File: config.mk
export PLATFORM = sky130hd
export DESIGN_NAME = signed_digit_decompose_mod_q
export DESIGN_NICKNAME = d
export VERILOG_FILES = /design/src/rtl/sdd_pkg.sv /design/src/rtl/signed_digit_decompose_mod_q.sv /design/src/rtl/sdd_digit_unit.sv
export SDC_FILE = /design/constraint.sdc
export NUM_CORES = 1
export LEC_CHECK = 0
export ABC_AREA = 1
export ABC_CLOCK_PERIOD_IN_PS = 3300
export BUFFER_PORTS_ARGS = -buffer_cell sky130_fd_sc_hd__buf_2
export CAP_MARGIN = 20
export CORE_AREA = 2 2 142 144
export CTS_BUF_LIST = sky130_fd_sc_hd__clkbuf_16
export DETAILED_ROUTE_END_ITERATION = 8
export DIE_AREA = 0 0 144 146
export PLACE_DENSITY = 0.6
export SYNTH_ARGS = -nofsm -noshare
export SYNTH_HDL_FRONTEND = slang
export SYNTH_SLANG_ARGS = --single-unit
File: constraint.sdc
create_clock -name i_clk -period 3.3 [get_ports i_clk]
set_input_delay 0 -clock i_clk [delete_from_list [all_inputs] [get_ports i_clk]]
set_output_delay 0 -clock i_clk [all_outputs]
set_load 0.02 [all_outputs]
File: src/rtl/sdd_pkg.sv
// ----------------------------------------------------------------------------
// sdd_pkg
// Shared types and constants for the signed digit decomposition block.
// ----------------------------------------------------------------------------
package sdd_pkg;

    localparam int SDD_COEFF_WIDTH = 24;
    localparam int SDD_MAX_DIGITS  = 24;

    // Field widths of the words on the ports
    localparam int SDD_VALUE_W = 24;
    localparam int SDD_POS_W   = 5;
    localparam int SDD_BITS_W  = 4;
    localparam int SDD_CNT_W   = 5;
    localparam int SDD_CFG_W   = 24;
    localparam int SDD_IDX_W   = 2;

    // Widest digit: a 4-bit digit_bits register allows up to 15 bits per digit
    localparam int SDD_DIGIT_W = 15;

    // Configuration register indexes
    localparam logic [SDD_IDX_W-1:0] REG_DIGIT_BITS  = 2'd0;
    localparam logic [SDD_IDX_W-1:0] REG_DIGIT_COUNT = 2'd1;
    localparam logic [SDD_IDX_W-1:0] REG_MODULUS     = 2'd2;

    // Reset values of the configuration registers
    localparam logic [SDD_BITS_W-1:0]  RST_DIGIT_BITS  = 4'd2;
    localparam logic [SDD_CNT_W-1:0]   RST_DIGIT_COUNT = 5'd12;
    localparam logic [SDD_VALUE_W-1:0] RST_MODULUS     = 24'd3329;

    typedef struct packed {
        logic [SDD_VALUE_W-1:0] coefficient;
        logic                   last_coefficient;
    } t_coeff_word;

    typedef struct packed {
        logic [SDD_VALUE_W-1:0] digit_value;
        logic [SDD_POS_W-1:0]   digit_position;
        logic                   last_digit;
        logic                   end_of_poly;
    } t_digit_word;

endpackage

File: src/rtl/signed_digit_decompose_mod_q.sv
// ----------------------------------------------------------------------------
// signed_digit_decompose_mod_q
// Signed base-2^digit_bits decomposition of coefficients modulo q.
// ----------------------------------------------------------------------------
// Each accepted coefficient word produces min(digit_count, MAX_DIGITS) digit
// words, least significant first, one per cycle while the output is not
// stalled; the final digit carries last_digit, and end_of_poly as well when
// the coefficient was marked last_coefficient. A coefficient above q/2 is
// negated to q - c on entry, and each nonzero digit of it leaves as q - d.
// The single digit extractor emits one digit word per cycle while the output
// is not stalled, so a coefficient occupies it for all of its digits (12 at
// reset); a digit_count of zero consumes the coefficient with no
// output. The next coefficient is taken in the same cycle as the previous
// one's final digit, so the output runs without gaps. Configuration
// (digit_bits, digit_count, modulus at indexes 0, 1, 2) must only be written
// while the block is idle.
// ----------------------------------------------------------------------------
module signed_digit_decompose_mod_q
    import sdd_pkg::*;
#(
    parameter int COEFF_WIDTH = SDD_COEFF_WIDTH,
    parameter int MAX_DIGITS  = SDD_MAX_DIGITS
) (
    input  logic                   i_clk,
    input  logic                   i_rst_n,
    // configuration write port
    input  logic                   i_cfg_we,
    input  logic [SDD_IDX_W-1:0]   i_cfg_index,
    input  logic [SDD_CFG_W-1:0]   i_cfg_data,
    // coefficient words in
    input  logic                   i_in_valid,
    output logic                   o_in_stall,
    input  t_coeff_word            i_in_word,
    // digit words out
    output logic                   o_out_valid,
    input  logic                   i_out_stall,
    output t_digit_word            o_out_word
);

    localparam int CNT_W = SDD_POS_W + 1;
    localparam logic [SDD_VALUE_W-1:0] COEFF_MASK = (COEFF_WIDTH >= SDD_VALUE_W)
        ? {SDD_VALUE_W{1'b1}}
        : SDD_VALUE_W'((64'd1 << COEFF_WIDTH) - 64'd1);

    // configuration registers
    logic [SDD_BITS_W-1:0]  r_digit_bits;
    logic [SDD_CNT_W-1:0]   r_digit_count;
    logic [SDD_VALUE_W-1:0] r_modulus;

    // working registers of the coefficient in flight
    logic                   r_busy,       n_busy;
    logic [COEFF_WIDTH-1:0] r_value,      n_value;
    logic                   r_neg,        n_neg;
    logic                   r_last_coeff, n_last_coeff;
    logic [SDD_POS_W-1:0]   r_pos,        n_pos;
    logic [SDD_POS_W-1:0]   r_last_pos,   n_last_pos;

    // output register
    logic                   r_out_valid,  n_out_valid;
    t_digit_word            r_out,        n_out;

    logic [CNT_W-1:0]       count;
    logic [SDD_VALUE_W-1:0] coeff;
    logic                   coeff_neg;
    logic [COEFF_WIDTH-1:0] coeff_value;
    logic                   out_free;
    logic                   step;
    logic                   at_last;
    logic                   in_ready;
    logic                   accept;
    logic [SDD_VALUE_W-1:0] digit_value;
    logic [COEFF_WIDTH-1:0] value_next;

    // configuration: hold, overwrite on a write to a known index
    always_ff @(posedge i_clk) begin
        if (!i_rst_n) begin
            r_digit_bits  <= RST_DIGIT_BITS;
            r_digit_count <= RST_DIGIT_COUNT;
            r_modulus     <= RST_MODULUS;
        end else if (i_cfg_we) begin
            case (i_cfg_index)
                REG_DIGIT_BITS:  r_digit_bits  <= i_cfg_data[SDD_BITS_W-1:0];
                REG_DIGIT_COUNT: r_digit_count <= i_cfg_data[SDD_CNT_W-1:0];
                REG_MODULUS:     r_modulus     <= i_cfg_data[SDD_VALUE_W-1:0];
                default: ;
            endcase
        end
    end

    // saturate the digit count to the build limit
    assign count = (CNT_W'(r_digit_count) > CNT_W'(MAX_DIGITS))
        ? CNT_W'(MAX_DIGITS) : CNT_W'(r_digit_count);

    // entry: sign test against q/2 and negation modulo 2^COEFF_WIDTH
    assign coeff       = i_in_word.coefficient & COEFF_MASK;
    assign coeff_neg   = coeff > (r_modulus >> 1);
    assign coeff_value = coeff_neg ? (COEFF_WIDTH'(r_modulus) - COEFF_WIDTH'(coeff))
                                   : COEFF_WIDTH'(coeff);

    // emit a digit whenever the output register is empty or being drained
    assign out_free = !r_out_valid || !i_out_stall;
    assign step     = r_busy && out_free;
    assign at_last  = (r_pos == r_last_pos);
    // take the next coefficient as the current one emits its last digit
    assign in_ready = !r_busy || (step && at_last);
    assign accept   = i_in_valid && in_ready;

    assign o_in_stall  = !in_ready;
    assign o_out_valid = r_out_valid;
    assign o_out_word  = r_out;

    sdd_digit_unit #(
        .COEFF_WIDTH (COEFF_WIDTH)
    ) u_digit (
        .i_value       (r_value),
        .i_neg         (r_neg),
        .i_digit_bits  (r_digit_bits),
        .i_modulus     (r_modulus),
        .o_digit_value (digit_value),
        .o_value_next  (value_next)
    );

    always_comb begin
        n_busy       = r_busy;
        n_value      = r_value;
        n_neg        = r_neg;
        n_last_coeff = r_last_coeff;
        n_pos        = r_pos;
        n_last_pos   = r_last_pos;
        n_out_valid  = r_out_valid;
        n_out        = r_out;

        // drop the output word once taken
        if (r_out_valid && !i_out_stall) begin
            n_out_valid = 1'b0;
        end

        // advance one digit into the output register
        if (step) begin
            n_out.digit_value    = digit_value;
            n_out.digit_position = r_pos;
            n_out.last_digit     = at_last;
            n_out.end_of_poly    = at_last && r_last_coeff;
            n_out_valid          = 1'b1;
            n_value              = value_next;
            n_pos                = r_pos + 1'b1;
            if (at_last) begin
                n_busy = 1'b0;
            end
        end

        // load a new coefficient; a zero digit count leaves nothing to emit
        if (accept) begin
            n_busy       = (count != '0);
            n_value      = coeff_value;
            n_neg        = coeff_neg;
            n_last_coeff = i_in_word.last_coefficient;
            n_pos        = '0;
            n_last_pos   = SDD_POS_W'(count - CNT_W'(1));
        end
    end

    always_ff @(posedge i_clk) begin
        if (!i_rst_n) begin
            r_busy      <= 1'b0;
            r_out_valid <= 1'b0;
        end else begin
            r_busy      <= n_busy;
            r_out_valid <= n_out_valid;
        end
        r_value      <= n_value;
        r_neg        <= n_neg;
        r_last_coeff <= n_last_coeff;
        r_pos        <= n_pos;
        r_last_pos   <= n_last_pos;
        r_out        <= n_out;
    end

endmodule

File: src/rtl/sdd_digit_unit.sv
// ----------------------------------------------------------------------------
// sdd_digit_unit
// Extracts the low digit of the working value, maps it to its signed code
// modulo q and gives the working value shifted down by one digit.
// ----------------------------------------------------------------------------
module sdd_digit_unit
    import sdd_pkg::*;
#(
    parameter int COEFF_WIDTH = SDD_COEFF_WIDTH
) (
    input  logic [COEFF_WIDTH-1:0] i_value,
    input  logic                   i_neg,
    input  logic [SDD_BITS_W-1:0]  i_digit_bits,
    input  logic [SDD_VALUE_W-1:0] i_modulus,
    output logic [SDD_VALUE_W-1:0] o_digit_value,
    output logic [COEFF_WIDTH-1:0] o_value_next
);

    logic [SDD_DIGIT_W-1:0] mask;
    logic [SDD_DIGIT_W-1:0] digit;

    // Mask of digit_bits ones; empty when digit_bits is zero
    assign mask  = ~({SDD_DIGIT_W{1'b1}} << i_digit_bits);
    assign digit = SDD_DIGIT_W'(i_value) & mask;

    // Negative nonzero digits are coded as q minus the magnitude
    always_comb begin
        if (i_neg && (digit != '0)) begin
            o_digit_value = i_modulus - SDD_VALUE_W'(digit);
        end else begin
            o_digit_value = SDD_VALUE_W'(digit);
        end
    end

    // Once the shifts pass the value width the remainder is zero,
    // which also covers digits at bit offsets of 32 or more
    assign o_value_next = i_value >> i_digit_bits;

endmodule

==> impl_metrics.csv <==
group,metric,value,unit
yosys,yosysTopAreaCell,"edfxtp_1",
power_and_ir_drop,p_clk_share,25.9,%
floorplanning,core,19330,um^2
yosys,ys.flop_type,"edfxtp_1",
cts,clk_pin_slew,80,ps
placement,io_buffers,88,
cts,cts_buffers,9,
yosys,async_flop_share,0,%
sta,fin_crit,2937,ps
worst_setup_path,crit_top_cell,"nand2_1",
route,drc,0,
worst_setup_path,arrival,3060,ps
floorplanning,die_area,21020,um^2
route,first_iter_violations,752,
floorplanning,die-height,146,um
route,first_pass_iters,6,
global_route,grt_pass1_wl,42.73,mm
yosys,yosys.area_share.simple,34.08,%
floorplanning,io_pins,89,
worst_setup_path,crit_family,"compound AO/OA/AOI/OAI gates",
cts,root_buffer,"clkbuf_16",
worst_setup_path,slowest_delay,580,ps
yosys,synthXorXnorAreaFrac,2.952,%
worst_setup_path,r2r-start,"r_digit_bits[0]",
sta,rsz0062_at_grt,"no",
final_layout,layout-drive-gt1-share,9.763,%
route,wl_per_cell,16.08,um
global_route,grt_pass1_vias,8112,
yosys,yosys_register_bits,102,
worst_setup_path,crit_cells,13,
yosys,synth_area,8603,um^2
sta,finalSetupTns,0,ps
final_layout,diodes,0,
power_and_ir_drop,seqPwrFrac,40.0,%
yosys,synth_edf_count,62,
yosys,synth-compound-area-share,11.66,%
sta,period_share,89.00,%
yosys,yosys.cell_types.count,34,
yosys,synthTopCellsByArea,"edfxtp_1 (22%), nand2_1 (20%), dfxtp_1 (9.3%)",
worst_setup_path,worst-setup-path-type,"flop to flop",
global_route,track_usage,26.21,%
global_route,grt_antenna_before_repair,0,
worst_setup_path,startpoint,"r_digit_bits[0]",
sta,setup_viol,0,
power_and_ir_drop,p_leak,5.058,nW
yosys,synth_fa_ha_area_share,9.773,%
sta,final_hold_viol_count,0,
run_status,status,"finished clean",
worst_setup_path,r2r_setup_slack,360,ps
placement,dpl.hpwl,22.22,mm
worst_setup_path,cp_max_fo,11,
yosys,syn_avg_cell_area,6.513,um^2
route,vias_per_cell,5.191,
yosys,synth_commonest_cells,"nand2_1 (457), inv_1 (190), nand3_1 (114)",
cts,cts_tree,"yes",
final_layout,fin_area,9927,um^2
yosys,synth_top_cell_area_share,21.64,%
worst_setup_path,rr_worst_depth,13,
power_and_ir_drop,p_sw,1.527,mW
final_layout,num-nets-final,1551,
power_and_ir_drop,power_density,409.8,nW/um^2
placement,place_area,9348,um^2
floorplanning,start_util,44.50,%
yosys,synth_top_family_by_area,"simple AND/OR/NAND/NOR gates",
power_and_ir_drop,swShare,37.54,%
placement,gp_congestion,0.9547,
power_and_ir_drop,vdd_drop_max,0.2699,mV
route,ant_nets,0,
floorplanning,fp-row-count,51,
hold_path,hold_depth,4,
worst_setup_path,slowest_stage,"dfxtp_1",
final_layout,area_delta_synth_final,15.39,%
cts,clock_path_buffers,2,
cts,worst_skew_pair.late_latency,360,ps
sta,skew,11.98,ps
worst_setup_path,cp-end-kind,"flop",
power_and_ir_drop,p_int,2.541,mW
yosys,muxShareOfSynthArea,0.2327,%
sta,tightest_slew,867.3,ps
worst_setup_path,crit_buf_inv,0,
sta,clock.fmax,0.3405,GHz
worst_setup_path,crit_required,3420,ps
route,routed_wirelength,27.32,mm
cts,cts_max_level,3,
flow_run,cap_viol_max_count,0,
sta,drv_slew,0,
floorplanning,die_w,144,um
route,dr_total_vias,8819,
yosys,synth.most_common_cell,"nand2_1",
sta,slew_headroom,42.11,%
yosys,syn_nets,1443,
hold_path,hp-class,"input port to flop",
worst_setup_path,crit_path_start_kind,"flop",
cts,cts_sinks,102,
worst_setup_path,cp_cell_sequence,"nand2_1 -> nand2_1 -> o21ai_2 -> ha_1 -> nand2_1 -> o21ai_0 -> a21oi_1 -> o21ai_0 -> nand2_1 -> nand2_1 -> nand2_1 -> nand2_1 -> nor2_1",
yosys,synth_cells,1321,
yosys,ys_warn_count,0,
worst_setup_path,timing.rr.end,"o_out_word[28]",
power_and_ir_drop,combPwrFrac,34.1,%
final_layout,nFillCells,2013,
global_route,grt_overflow,0,
yosys,seq_area_frac_synth,30.95,%
global_route,grt_max_degree,41,
worst_setup_path,crit_path_end,"o_out_word[28]",
-- stage by stage --
stage	utilization [%]	hold WS, ps	power (mW)	setup slack (ps)	instances
final	51.34	14.20	4.069	363.0	1699
after CTS	51.20	9.890	4.075	396.2	1698
after floorplan	-	98.87	2.586	450.7	1321
after global placement	48.35	177.8	3.002	472.1	1656
after detailed placement	48.35	180.2	3.001	423.2	1656
after global routing	51.34	35.32	4.322	25.97	1699
-- final cells by class --
class | count | area [um^2] | share of cell area (%)
multi-input combinational | 991 | 5050 | 50.87
sequential | 102 | 2663 | 26.82
timing repair buffer | 135 | 878.3 | 8.848
inverter | 190 | 713.2 | 7.184
tap | 265 | 331.6 | 3.340
clock buffer | 9 | 225.2 | 2.269
clock inverter | 7 | 66.31 | 0.6680
-- per-layer routing --
metal	share of wire, %	GRT usage [%]	vias to the layer above
met4	1.7	5.637	0
met2	48	44.71	271
met1	45	35.60	4030
met3	4.9	2.994	30
met5	0	0	-
li1	-	-	4488
-- worst min-delay path by stage --
stage | start | endpoint | slack (ps)
detailed placement | i_in_word[0] | r_last_coeff | 180
floorplan | i_in_word[0] | r_last_coeff | 100
global route | i_cfg_data[7] | r_modulus[7] | 40
CTS | i_cfg_index[1] | r_digit_bits[1] | 10
global placement | i_in_word[0] | r_last_coeff | 180
finish | i_cfg_index[1] | r_digit_bits[1] | 10
-- worst reg2reg max path, delay by kind of cell, from the launching register on --
kind	cells	cell delay, ps
AO/OA/AOI/OAI	4	1050
adder cells (fa/ha/maj)	1	350
flip-flops	1	580
AND/OR/NAND/NOR	8	710
-- cell families (layout without fill, tap and decap cells) --
family                     Yosys count  count (layout)
and+or+nand+nor                    708             708
AOI/OAI and AO/OA                  186             186
muxes                                2               2
xor gates and xnor gates            29              29
DFF                                102             102
buffers and inverters              228             341
adders and majority gates           66              66
-- power groups by stage --
stage	Sequential [mW]	Combinational (mW)	Clock [mW]
after floorplan	1.66	0.923	0
after detailed placement	1.65	1.35	0
after CTS	1.63	1.37	1.07
final	1.63	1.39	1.06
after global placement	1.66	1.35	0
after global routing	1.64	1.57	1.11
-- timing repair --
action,4_1_cts,5_1_grt
setup endpoints to repair,0,0
hold buffers,26,0
hold endpoints to repair,32,0
resized for setup,0,0
setup buffers,0,0
-- cells in the final DEF (no fill, tap or decap), drive strengths merged --
| cell | n |
|---|---|
| o21bai | 2 |
| nand2 | 457 |
| dfxtp | 40 |
| a21o | 3 |
| o211ai | 14 |
| buf | 109 |
| or2 | 6 |
| and2 | 2 |
| a31o | 1 |
| clkinv | 2 |
| fa | 2 |
| edfxtp | 62 |
| xor2 | 14 |
| mux2i | 2 |
| nand3 | 114 |
| clkbuf | 9 |
| nor2 | 92 |
| dlygate4sd3 | 26 |
| a21oi | 73 |
| a31oi | 4 |
| nand3b | 8 |
| xnor2 | 15 |
| clkinvlp | 2 |
| nand4 | 15 |
| o22ai | 1 |
| o21ai | 88 |
| ha | 64 |
| nor4 | 3 |
| nor3 | 11 |
| inv | 193 |
-- flip-flops by register name (all words and copies together), names as in the netlist --
name,flops
r_digit_count,5
o_out_valid,1
r_value,24
r_pos,5
r_busy,1
r_digit_bits,4
r_last_coeff,1
o_out_word,31
r_modulus,24
r_last_pos,5
r_neg,1
(Power assumes the default switching activity.)
